## src/rtl/dvrt_pkg.sv

```systemverilog
`default_nettype none
// ----------------------------------------------------------------------------
// dvrt_pkg
// Shared types and constants for the distance-vector route table.
// ----------------------------------------------------------------------------
package dvrt_pkg;

  localparam int ROUTE_ENTRIES_DEF = 16;
  localparam int CHILD_ENTRIES_DEF = 16;

  localparam logic signed [15:0] HOP_MAX         = 16'sh7FFF;
  localparam logic signed [15:0] HOP_UNREACHABLE = -16'sd1;
  localparam logic [30:0]        OWN_SEQ_RESET   = 31'd2;

  // Item function codes
  localparam logic [1:0] FUNC_ADVERTISE = 2'd0;
  localparam logic [1:0] FUNC_CHILD_MAP = 2'd1;
  localparam logic [1:0] FUNC_NEXT_HOP  = 2'd2;
  localparam logic [1:0] FUNC_REACH     = 2'd3;

  // Register index, taken from paddr[2]
  localparam logic REG_MY_ADDRESS     = 1'b0;
  localparam logic REG_PARENT_ADDRESS = 1'b1;

  typedef struct packed {
    logic [31:0]        key;
    logic [31:0]        next_hop;
    logic signed [15:0] hops;
    logic [30:0]        seq;
  } route_entry_t;

  typedef struct packed {
    logic [31:0] ap;
    logic [31:0] station;
  } child_entry_t;

endpackage : dvrt_pkg
`default_nettype wire

```

## src/rtl/dvrt_route_mem.sv

```systemverilog
`default_nettype none
// ----------------------------------------------------------------------------
// dvrt_route_mem
// Route entry store: one write port, one registered read port, valid bits.
// ----------------------------------------------------------------------------
module dvrt_route_mem
  import dvrt_pkg::*;
#(
  parameter int ROUTE_ENTRIES = ROUTE_ENTRIES_DEF,
  localparam int AW = $clog2(ROUTE_ENTRIES)
) (
  input  wire logic          clk,
  input  wire logic          rst_n,
  input  wire logic          we,
  input  wire logic [AW-1:0] waddr,
  input  wire route_entry_t  wdata,
  input  wire logic [AW-1:0] raddr,
  output route_entry_t       rdata_r,
  output logic               rvalid_r
);

  route_entry_t mem [ROUTE_ENTRIES];
  logic [ROUTE_ENTRIES-1:0] valid_r;

  always_ff @(posedge clk) begin
    if (we) begin
      mem[waddr] <= wdata;
    end
    rdata_r <= mem[raddr];
  end

  always_ff @(posedge clk) begin
    if (!rst_n) begin
      valid_r  <= '0;
      rvalid_r <= 1'b0;
    end else begin
      if (we) begin
        valid_r[waddr] <= 1'b1;
      end
      rvalid_r <= valid_r[raddr];
    end
  end

endmodule : dvrt_route_mem
`default_nettype wire

```

## src/rtl/dvrt_child_mem.sv

```systemverilog
`default_nettype none
// ----------------------------------------------------------------------------
// dvrt_child_mem
// Child map store: one write port, one registered read port, valid bits.
// ----------------------------------------------------------------------------
module dvrt_child_mem
  import dvrt_pkg::*;
#(
  parameter int CHILD_ENTRIES = CHILD_ENTRIES_DEF,
  localparam int AW = (CHILD_ENTRIES > 1) ? $clog2(CHILD_ENTRIES) : 1
) (
  input  wire logic          clk,
  input  wire logic          rst_n,
  input  wire logic          we,
  input  wire logic [AW-1:0] waddr,
  input  wire child_entry_t  wdata,
  input  wire logic [AW-1:0] raddr,
  output child_entry_t       rdata_r,
  output logic               rvalid_r
);

  child_entry_t mem [CHILD_ENTRIES];
  logic [CHILD_ENTRIES-1:0] valid_r;

  always_ff @(posedge clk) begin
    if (we) begin
      mem[waddr] <= wdata;
    end
    rdata_r <= mem[raddr];
  end

  always_ff @(posedge clk) begin
    if (!rst_n) begin
      valid_r  <= '0;
      rvalid_r <= 1'b0;
    end else begin
      if (we) begin
        valid_r[waddr] <= 1'b1;
      end
      rvalid_r <= valid_r[raddr];
    end
  end

endmodule : dvrt_child_mem
`default_nettype wire

```

## src/rtl/distance_vector_route_table.sv

```systemverilog
`default_nettype none
// ----------------------------------------------------------------------------
// distance_vector_route_table
// Sequence-numbered distance-vector route table with a child address map.
// ----------------------------------------------------------------------------
// Flow: each table scan reads every entry of that table in turn. Advertise, child
//   map and reachability scan one table; next hop checks the parent address, then
//   scans the child map, the route table and, on a route hit, the child map again.
// Throughput: one item at a time; a new item is taken once the last one has
//   moved to the output register. Scan rate is set by one memory read port.
// Reset: valid bits, own sequence (two), addresses (zero) and control clear.
module distance_vector_route_table
  import dvrt_pkg::*;
#(
  parameter int ROUTE_ENTRIES = ROUTE_ENTRIES_DEF,
  parameter int CHILD_ENTRIES = CHILD_ENTRIES_DEF
) (
  input  wire logic               clk,
  input  wire logic               rst_n,
  // input item channel
  input  wire logic               in_valid,
  output logic                    in_stall,
  input  wire logic [1:0]         in_func,
  input  wire logic [31:0]        in_node_address,
  input  wire logic signed [15:0] in_hop_distance,
  input  wire logic [30:0]        in_sequence_number,
  input  wire logic [31:0]        in_sender_address,
  input  wire logic [31:0]        in_station_address,
  // result channel
  output logic                    out_valid,
  input  wire logic               out_stall,
  output logic                    out_changed,
  output logic                    out_route_found,
  output logic [31:0]             out_next_hop_address,
  output logic                    out_reachable,
  output logic                    out_table_full,
  output logic [30:0]             out_own_sequence_out,
  // configuration port
  input  wire logic               psel,
  input  wire logic               penable,
  input  wire logic               pwrite,
  input  wire logic [2:0]         paddr,
  input  wire logic [31:0]        pwdata,
  output logic [31:0]             prdata,
  output logic                    pready
);

  localparam int RW = $clog2(ROUTE_ENTRIES);
  localparam int CW = (CHILD_ENTRIES > 1) ? $clog2(CHILD_ENTRIES) : 1;
  localparam int IW = (RW > CW) ? RW : CW;
  localparam logic [IW-1:0] ROUTE_LAST = IW'(ROUTE_ENTRIES - 1);
  localparam logic [IW-1:0] CHILD_LAST = IW'(CHILD_ENTRIES - 1);

  // sequencer states
  localparam logic [1:0] S_IDLE   = 2'd0;
  localparam logic [1:0] S_SCAN   = 2'd1;
  localparam logic [1:0] S_DECIDE = 2'd2;
  localparam logic [1:0] S_DONE   = 2'd3;

  // which search is running
  localparam logic [1:0] P_ROUTE  = 2'd0;
  localparam logic [1:0] P_CHILD  = 2'd1;
  localparam logic [1:0] P_XLATE  = 2'd2;
  localparam logic [1:0] P_PARENT = 2'd3;

  // ---------------------------------------------------------------- config
  logic [31:0] my_addr_r, parent_addr_r;
  logic        cfg_wr;

  assign pready = 1'b1;
  assign cfg_wr = psel && penable && pwrite && pready;
  assign prdata = (paddr[2] == REG_PARENT_ADDRESS) ? parent_addr_r : my_addr_r;

  always_ff @(posedge clk) begin
    if (!rst_n) begin
      my_addr_r     <= '0;
      parent_addr_r <= '0;
    end else if (cfg_wr) begin
      if (paddr[2] == REG_MY_ADDRESS) begin
        my_addr_r <= pwdata;
      end else begin
        parent_addr_r <= pwdata;
      end
    end
  end

  // ---------------------------------------------------------------- state
  logic [1:0]         state_r, state_nxt;
  logic [1:0]         phase_r, phase_nxt;
  logic [1:0]         func_r;
  logic [31:0]        node_r, sender_r, station_r;
  logic signed [15:0] hop_r;
  logic [30:0]        seq_r;
  logic [30:0]        own_seq_r, own_seq_nxt;
  logic [31:0]        key_r, key_nxt;

  // scan engine
  logic [IW-1:0] idx_r, pipe_idx_r, hit_idx_r, free_idx_r;
  logic          issue_done_r, pipe_v_r, hit_r, free_found_r;
  logic          scan_start;
  route_entry_t  hit_route_r;
  logic [31:0]   hit_station_r;

  // pending result
  logic        res_changed_r, res_found_r, res_reach_r, res_full_r;
  logic [31:0] res_nh_r;
  logic        res_changed_nxt, res_found_nxt, res_reach_nxt, res_full_nxt;
  logic [31:0] res_nh_nxt;

  // output register
  logic        out_valid_r;
  logic        o_changed_r, o_found_r, o_reach_r, o_full_r;
  logic [31:0] o_nh_r;
  logic [30:0] o_own_r;

  // memories
  route_entry_t r_wdata, r_rdata;
  child_entry_t c_wdata, c_rdata;
  logic         r_we, c_we, r_rvalid, c_rvalid;

  logic accept;
  logic is_route_scan;
  logic [IW-1:0] scan_last;
  logic match, scan_end;

  assign accept        = in_valid && !in_stall;
  assign in_stall      = (state_r != S_IDLE);
  assign is_route_scan = (phase_r == P_ROUTE);
  assign scan_last     = is_route_scan ? ROUTE_LAST : CHILD_LAST;
  assign match         = is_route_scan ? (r_rvalid && r_rdata.key == key_r)
                                       : (c_rvalid && c_rdata.ap == key_r);
  assign scan_end      = (state_r == S_SCAN) && pipe_v_r && (pipe_idx_r == scan_last);

  dvrt_route_mem #(.ROUTE_ENTRIES(ROUTE_ENTRIES)) u_route (
    .clk      (clk),
    .rst_n    (rst_n),
    .we       (r_we),
    .waddr    (hit_r ? hit_idx_r[RW-1:0] : free_idx_r[RW-1:0]),
    .wdata    (r_wdata),
    .raddr    (idx_r[RW-1:0]),
    .rdata_r  (r_rdata),
    .rvalid_r (r_rvalid)
  );

  dvrt_child_mem #(.CHILD_ENTRIES(CHILD_ENTRIES)) u_child (
    .clk      (clk),
    .rst_n    (rst_n),
    .we       (c_we),
    .waddr    (hit_r ? hit_idx_r[CW-1:0] : free_idx_r[CW-1:0]),
    .wdata    (c_wdata),
    .raddr    (idx_r[CW-1:0]),
    .rdata_r  (c_rdata),
    .rvalid_r (c_rvalid)
  );

  // hop arithmetic: plain increment for the shorter-path test, saturating
  // increment (skipped on odd sequence) for stored hops
  logic signed [16:0] hop_inc;
  logic signed [15:0] hop_store;
  logic               seq_newer, seq_equal, path_shorter;

  assign hop_inc      = 17'(signed'({hop_r[15], hop_r}) + 17'sd1);
  assign hop_store    = seq_r[0] ? hop_r : ((hop_r == HOP_MAX) ? HOP_MAX : hop_inc[15:0]);
  assign seq_newer    = seq_r > hit_route_r.seq;
  assign seq_equal    = seq_r == hit_route_r.seq;
  assign path_shorter = hop_inc < signed'({hit_route_r.hops[15], hit_route_r.hops});

  // ------------------------------------------------------- decide / sequence
  always_comb begin
    state_nxt       = state_r;
    phase_nxt       = phase_r;
    key_nxt         = key_r;
    own_seq_nxt     = own_seq_r;
    scan_start      = 1'b0;
    r_we            = 1'b0;
    c_we            = 1'b0;
    r_wdata         = '{key: node_r, next_hop: sender_r, hops: hop_store, seq: seq_r};
    c_wdata         = '{ap: node_r, station: station_r};
    res_changed_nxt = res_changed_r;
    res_found_nxt   = res_found_r;
    res_reach_nxt   = res_reach_r;
    res_full_nxt    = res_full_r;
    res_nh_nxt      = res_nh_r;

    unique case (state_r)
      S_IDLE: begin
        if (accept) begin
          res_changed_nxt = 1'b0;
          res_found_nxt   = 1'b0;
          res_reach_nxt   = 1'b0;
          res_full_nxt    = 1'b0;
          res_nh_nxt      = '0;
          key_nxt         = in_node_address;
          unique case (in_func)
            FUNC_NEXT_HOP: begin
              phase_nxt = P_PARENT;
              state_nxt = S_DECIDE;
            end
            FUNC_CHILD_MAP: begin
              phase_nxt  = P_CHILD;
              scan_start = 1'b1;
              state_nxt  = S_SCAN;
            end
            default: begin
              phase_nxt  = P_ROUTE;
              scan_start = 1'b1;
              state_nxt  = S_SCAN;
            end
          endcase
        end
      end
      S_SCAN: begin
        if (scan_end) begin
          state_nxt = S_DECIDE;
        end
      end
      S_DECIDE: begin
        state_nxt = S_DONE;
        unique case (func_r)
          FUNC_ADVERTISE: begin
            if (node_r == my_addr_r && seq_r > own_seq_r) begin
              own_seq_nxt = seq_r;
            end
            if (!hit_r) begin
              if (free_found_r) begin
                r_we            = 1'b1;
                res_changed_nxt = 1'b1;
              end else begin
                res_full_nxt = 1'b1;
              end
            end else if (seq_newer) begin
              r_we            = 1'b1;
              res_changed_nxt = 1'b1;
            end else if (seq_equal && path_shorter) begin
              r_wdata.hops    = hop_inc[15:0];
              r_we            = 1'b1;
              res_changed_nxt = 1'b1;
            end
          end
          FUNC_CHILD_MAP: begin
            if (hit_r || free_found_r) begin
              c_we = 1'b1;
            end else begin
              res_full_nxt = 1'b1;
            end
          end
          FUNC_NEXT_HOP: begin
            unique case (phase_r)
              P_PARENT: begin
                if (node_r == parent_addr_r) begin
                  res_found_nxt = 1'b1;
                  res_nh_nxt    = parent_addr_r;
                end else begin
                  phase_nxt  = P_CHILD;
                  scan_start = 1'b1;
                  state_nxt  = S_SCAN;
                end
              end
              P_CHILD: begin
                if (hit_r) begin
                  res_found_nxt = 1'b1;
                  res_nh_nxt    = hit_station_r;
                end else begin
                  phase_nxt  = P_ROUTE;
                  scan_start = 1'b1;
                  state_nxt  = S_SCAN;
                end
              end
              P_ROUTE: begin
                if (hit_r) begin
                  // translate the route's next hop through the child map
                  res_found_nxt = 1'b1;
                  res_nh_nxt    = hit_route_r.next_hop;
                  key_nxt       = hit_route_r.next_hop;
                  phase_nxt     = P_XLATE;
                  scan_start    = 1'b1;
                  state_nxt     = S_SCAN;
                end
              end
              default: begin
                if (hit_r) begin
                  res_nh_nxt = hit_station_r;
                end
              end
            endcase
          end
          default: begin
            res_reach_nxt = hit_r && (hit_route_r.hops != HOP_UNREACHABLE)
                            && !hit_route_r.seq[0];
          end
        endcase
      end
      default: begin
        // hold the result until the output register is free
        if (!out_valid_r || !out_stall) begin
          state_nxt = S_IDLE;
        end
      end
    endcase
  end

  always_ff @(posedge clk) begin
    if (!rst_n) begin
      state_r      <= S_IDLE;
      phase_r      <= P_ROUTE;
      own_seq_r    <= OWN_SEQ_RESET;
      issue_done_r <= 1'b0;
      pipe_v_r     <= 1'b0;
      hit_r        <= 1'b0;
      free_found_r <= 1'b0;
      out_valid_r  <= 1'b0;
    end else begin
      state_r   <= state_nxt;
      phase_r   <= phase_nxt;
      own_seq_r <= own_seq_nxt;

      // scan engine: issue one read a cycle, compare the registered data in the next cycle
      if (scan_start) begin
        issue_done_r <= 1'b0;
        pipe_v_r     <= 1'b0;
        hit_r        <= 1'b0;
        free_found_r <= 1'b0;
      end else if (state_r == S_SCAN) begin
        pipe_v_r <= !issue_done_r;
        if (!issue_done_r && idx_r == scan_last) begin
          issue_done_r <= 1'b1;
        end
        if (pipe_v_r) begin
          if (match && !hit_r) begin
            hit_r <= 1'b1;
          end
          if (!free_found_r && !(is_route_scan ? r_rvalid : c_rvalid)) begin
            free_found_r <= 1'b1;
          end
        end
      end

      if (state_r == S_DONE && (!out_valid_r || !out_stall)) begin
        out_valid_r <= 1'b1;
      end else if (!out_stall) begin
        out_valid_r <= 1'b0;
      end
    end
  end

  // payload registers
  always_ff @(posedge clk) begin
    key_r         <= key_nxt;
    res_changed_r <= res_changed_nxt;
    res_found_r   <= res_found_nxt;
    res_reach_r   <= res_reach_nxt;
    res_full_r    <= res_full_nxt;
    res_nh_r      <= res_nh_nxt;

    if (accept) begin
      func_r    <= in_func;
      node_r    <= in_node_address;
      hop_r     <= in_hop_distance;
      seq_r     <= in_sequence_number;
      sender_r  <= in_sender_address;
      station_r <= in_station_address;
    end

    if (scan_start) begin
      idx_r <= '0;
    end else if (state_r == S_SCAN && !issue_done_r) begin
      idx_r      <= idx_r + IW'(1);
      pipe_idx_r <= idx_r;
    end

    // capture the first matching entry and the lowest free slot
    if (state_r == S_SCAN && pipe_v_r) begin
      if (match && !hit_r) begin
        hit_idx_r     <= pipe_idx_r;
        hit_route_r   <= r_rdata;
        hit_station_r <= c_rdata.station;
      end
      if (!free_found_r && !(is_route_scan ? r_rvalid : c_rvalid)) begin
        free_idx_r <= pipe_idx_r;
      end
    end

    if (state_r == S_DONE && (!out_valid_r || !out_stall)) begin
      o_changed_r <= res_changed_r;
      o_found_r   <= res_found_r;
      o_reach_r   <= res_reach_r;
      o_full_r    <= res_full_r;
      o_nh_r      <= res_nh_r;
      o_own_r     <= own_seq_r;
    end
  end

  assign out_valid            = out_valid_r;
  assign out_changed          = o_changed_r;
  assign out_route_found      = o_found_r;
  assign out_next_hop_address = o_nh_r;
  assign out_reachable        = o_reach_r;
  assign out_table_full       = o_full_r;
  assign out_own_sequence_out = o_own_r;

endmodule : distance_vector_route_table
`default_nettype wire

```

## config.mk

```make
export PLATFORM = sky130hd
export DESIGN_NAME = distance_vector_route_table
export DESIGN_NICKNAME = d
export VERILOG_FILES = /design/src/rtl/dvrt_pkg.sv /design/src/rtl/dvrt_route_mem.sv /design/src/rtl/dvrt_child_mem.sv /design/src/rtl/distance_vector_route_table.sv
export SDC_FILE = /design/constraint.sdc
export NUM_CORES = 2
export LEC_CHECK = 0
export ABC_AREA = 1
export BUFFER_PORTS_ARGS = -buffer_cell sky130_fd_sc_hd__buf_2
export CORE_MARGIN = 2
export CORE_UTILIZATION = 58
export CTS_BUF_LIST = sky130_fd_sc_hd__clkbuf_8
export DETAILED_ROUTE_END_ITERATION = 6
export PLACE_DENSITY = 0.78
export SLEW_MARGIN = 40
export SYNTH_ARGS = -nofsm -noshare
export SYNTH_HDL_FRONTEND = slang
export SYNTH_SLANG_ARGS = --single-unit
```

## constraint.sdc

```tcl
create_clock -name clk -period 9 [get_ports clk]
set_clock_uncertainty 0.1 [all_clocks]
set_input_delay 0.45 -clock clk [delete_from_list [all_inputs] [get_ports clk]]
set_output_delay 0.45 -clock clk [all_outputs]
set_load 0.02 [all_outputs]
```

==> results by group <==
Status
  • Status: finished with violations
  • Failing checks: design-rule violations

Timing
  • PnR worst setup slack: 3.31 ns
  • RSZ-0062 raised after global routing: no
  • Setup violators final: 0
  • Hold WS: 0.0665 ns
  • Slew at the pin closest to its max-slew limit: 0.953 ns
  • Max Slew Vio Count: 0
  • Max-slew headroom at the worst pin: 35.8%
  • Fmax: 176 MHz
  • Crit share post-route: 63.2%
  • Hold Fails Final Rpt: 0
  • Final Critical Period: 5.69 ns
  • Total negative slack: 0 ns

Synthesis
  • Synth Area per Inst: 13.1 sq um
  • Mapped Area: 135000 sq um
  • Yosys reg bits: 3520
  • Synth unique cells: 46
  • Sequential-to-total area share from yosys stat: 75.9%
  • Synth Net Count: 10500
  • Synth warnings: 0
  • Mapped Cells: 10300

Critical path
  • WP data arrival: 6.29 ns
  • Crit path cell chain: inv_1, nor3_1, nand3_1, nor2_1, nand3_1, xor2_1, ha_1, nand2_1, nor2_1, nand2_1, nor2_1, nor2_1, nand3_1, nand3_1, nand3_2, nand3_1, inv_6, buf_4
  • Critical Path Max Stage Delay: 0.69 ns
  • Worst Setup SP: hop_r[2]
  • WP depth: 18
  • CP endpoint: u_route.mem[6][36]
  • FF-to-FF path depth: 18
  • Worst endpoint required time: 9.60 ns
  • Crit path max fanout: 51
  • Crit path top cell by count: nand3_1
  • Capturing point of the worst reg2reg path: u_route.mem[6][36]
  • Reg2reg start: hop_r[2]
  • Worst Path Buf+Inv: 3
  • Crit. End Element: register
  • CP top delay family: simple AND/OR/NAND/NOR gates
  • Critical path class: reg -> reg
  • Worst Setup Start Kind: register
  • FF-to-FF setup slack: 3.31 ns
  • Critical-path top delay cell: buf_4

CTS
  • CTS root buf: clkbuf_8
  • CTS Hold Bufs: 329
  • # resized after CTS: 0
  • Sink Count: 3520
  • Clk buf depth: 4
  • H-tree levels: 6
  • Worst skew pair latency: 1.13 ns
  • CTS tree: done
  • Reg clk slew, reported paths: 0.07 ns
  • Num CTS Buffers: 560
  • Post-CTS setup buffers: 0

Drt
  • 1st-iter DRT viols: 14600
  • Avg WL per Cell: 26.7 microns
  • Total number of vias: 92300
  • Routed wire length: 387000 microns
  • DR DRC count: 1
  • Vias/cell: 6.37
  • DR pass1 iterations: 7
  • ANT nets after route: 0

Pwr
  • Sequential share of power: 46.6%
  • Maximum vdd drop: 0.000391 V
  • LEAKAGE: 52.8 nW
  • Clk pwr share: 30.3%
  • Pint: 0.0284 W
  • Combinational power share: 23.1%
  • Sw frac: 32.7%
  • Net Sw Power: 0.0138 W
  • Power Dens Cells: 274 nW/um^2

Run
  • Max-cap viol count: 0

Floorplan
  • Die span in y: 487 microns
  • Std cell rows: 177
  • Die ar.: 237000 sq um
  • IO Count: 289
  • Die width: 487 microns
  • Starting Density: 58.2%
  • Core box area: 232000 sq um

Placement
  • DP Wirelength: 207000 microns
  • DP Worst Slack: 3.47 ns
  • Port Buffers: 285
  • Placed Cells: 13100
  • Placer Congestion: 0.941

Global routing
  • First-pass GRT wire length: 561000 microns
  • Largest net degree at the start of global routing: 223
  • Remaining Overflow, GRT: 0
  • Initial antenna violation count: 18
  • Vias in the first global route: 89900
  • Total track usage: 31.9%

Final layout
  • Nets: 11300
  • Non-filler cells in the finished layout: 14500
  • Share of layout cells above drive strength 1: 11.2%
  • Synthesis-to-finish area growth: 14.0%

Worst hold path
  • Hold crit path type: in -> reg
  • Origin of the worst min-delay path: in_node_address[31]
[cell type report]
cell class	count	area (sq um)
fill	15500	78100
multi-input combinational	5774	28900
inverter	334	1390
sequential	3520	103000
antenna	12	30.0
timing repair buffer	797	6870
tap	3043	3810
clock buffer	629	8660
clock inverter	369	1780
[kinds of logic (layout without fill, tap and decap cells)]
family                   Yosys count  in the layout  synth area share (%)
AO/OA/AOI/OAI                   2561           2561                  10.9
adder cells (fa/ha/maj)           85             85                 0.787
flip-flops                      3520           3520                  75.9
buffers and inverters            977           2129                  2.85
other                              1             13               0.00278
XOR/XNOR                          73             73                 0.473
AND/OR/NAND/NOR                 3054           3054                  9.07
[cell usage after synthesis (all sizes together)]
cell	n	area (sq um)
a21boi	1	7.51
nand3b	6	45.0
o21a	15	113
a21oi	171	856
or2	28	175
o21ai	1575	7890
xnor2	47	412
nor4b	1	8.76
a211oi	1	7.51
o22ai	427	2670
a31oi	4	25.0
a21o	4	30.0
nor3	37	185
o31ai	2	15.0
nor3b	3	22.5
nor4	10	62.6
inv	332	1250
clkinv	2	7.51
clkbuf	504	1890
o2111ai	1	8.76
edfxtp	3203	96200
ha	85	1060
dfxtp	317	6350
conb	1	3.75
a2111oi	1	8.76
buf	139	707
nor2	1710	6430
xor2	26	228
nand2	856	3220
o211ai	66	495
or3b	1	8.76
o221ai	287	2510
nand3	359	1810
a22oi	6	75.1
nand4	43	282
[power by group through the flow]
stage                     combinational (W)  sequential [W]  clock [W]
final                               0.00974          0.0197     0.0128
after global routing                 0.0105          0.0197     0.0135
after CTS                           0.00942          0.0197     0.0128
after detailed placement            0.00923          0.0200          0
after global placement              0.00866          0.0200          0
after floorplan                     0.00624          0.0197          0
[placed cells by master, fill, tap and decap left out, drive strengths merged, types with 317 or more instances in the layout]
cell type,instances
o22ai,427
nand3,359
dfxtp,317
edfxtp,3203
o21ai,1575
inv,580
nor2,1710
buf,467
dlygate4sd3,329
nand2,856
clkbuf,630
[registers in the layout, indices dropped and copies added, names as in the netlist, 32 cells and up]
register              flops
hit_route_r              79
key_r                    32
parent_addr_r            32
out_next_hop_address     32
node_r                   32
u_child.mem            1024
sender_r                 32
station_r                32
my_addr_r                32
hit_station_r            32
u_child.rdata_r          64
u_route.mem            1776
res_nh_r                 32
u_route.rdata_r         111
[worst register-to-register path, cell delays in order (launching register included)]
cell and delay (ns):
edfxtp_1 0.39, inv_1 0.07, nor3_1 0.50, nand3_1 0.23
nor2_1 0.19, nand3_1 0.11, xor2_1 0.17, ha_1 0.28
nand2_1 0.06, nor2_1 0.15, nand2_1 0.10, nor2_1 0.14
nor2_1 0.08, nand3_1 0.12, nand3_1 0.36, nand3_2 0.49
nand3_1 0.29, inv_6 0.68, buf_4 0.70
[how the worst min path moves through the flow]
stage                   endpoint  slack (ns)  cells past startpoint
2_1_floorplan     hit_route_r[0]        0.29                      0
5_1_grt              sender_r[6]        0.05                      2
3_3_place_gp     hit_route_r[74]        0.29                      0
6_report              node_r[31]        0.07                      2
3_5_place_dp   hit_station_r[29]        0.29                      0
4_1_cts                node_r[1]       0.004                      2
[per-layer routing]
metal	part of all wire (%)	vias up	wire (microns)	track usage, %
li1	-	39300	-	-
met1	35	44700	135000	41.9
met2	46	6957	179000	49.4
met3	13	1282	49000	6.97
met4	6.0	4	23400	18.3
met5	0.0088	-	34	0
[stage by stage]
step           total power [W]  cell area, sq um  utilization (%)
2_1_floorplan           0.0259            135000                -
3_3_place_gp            0.0287            139000             60.0
3_5_place_dp            0.0292            140000             60.3
4_1_cts                 0.0419            154000             66.2
5_1_grt                 0.0437            154000             66.3
6_report                0.0422            154000             66.3
Power figures use the tool's default switching activity.
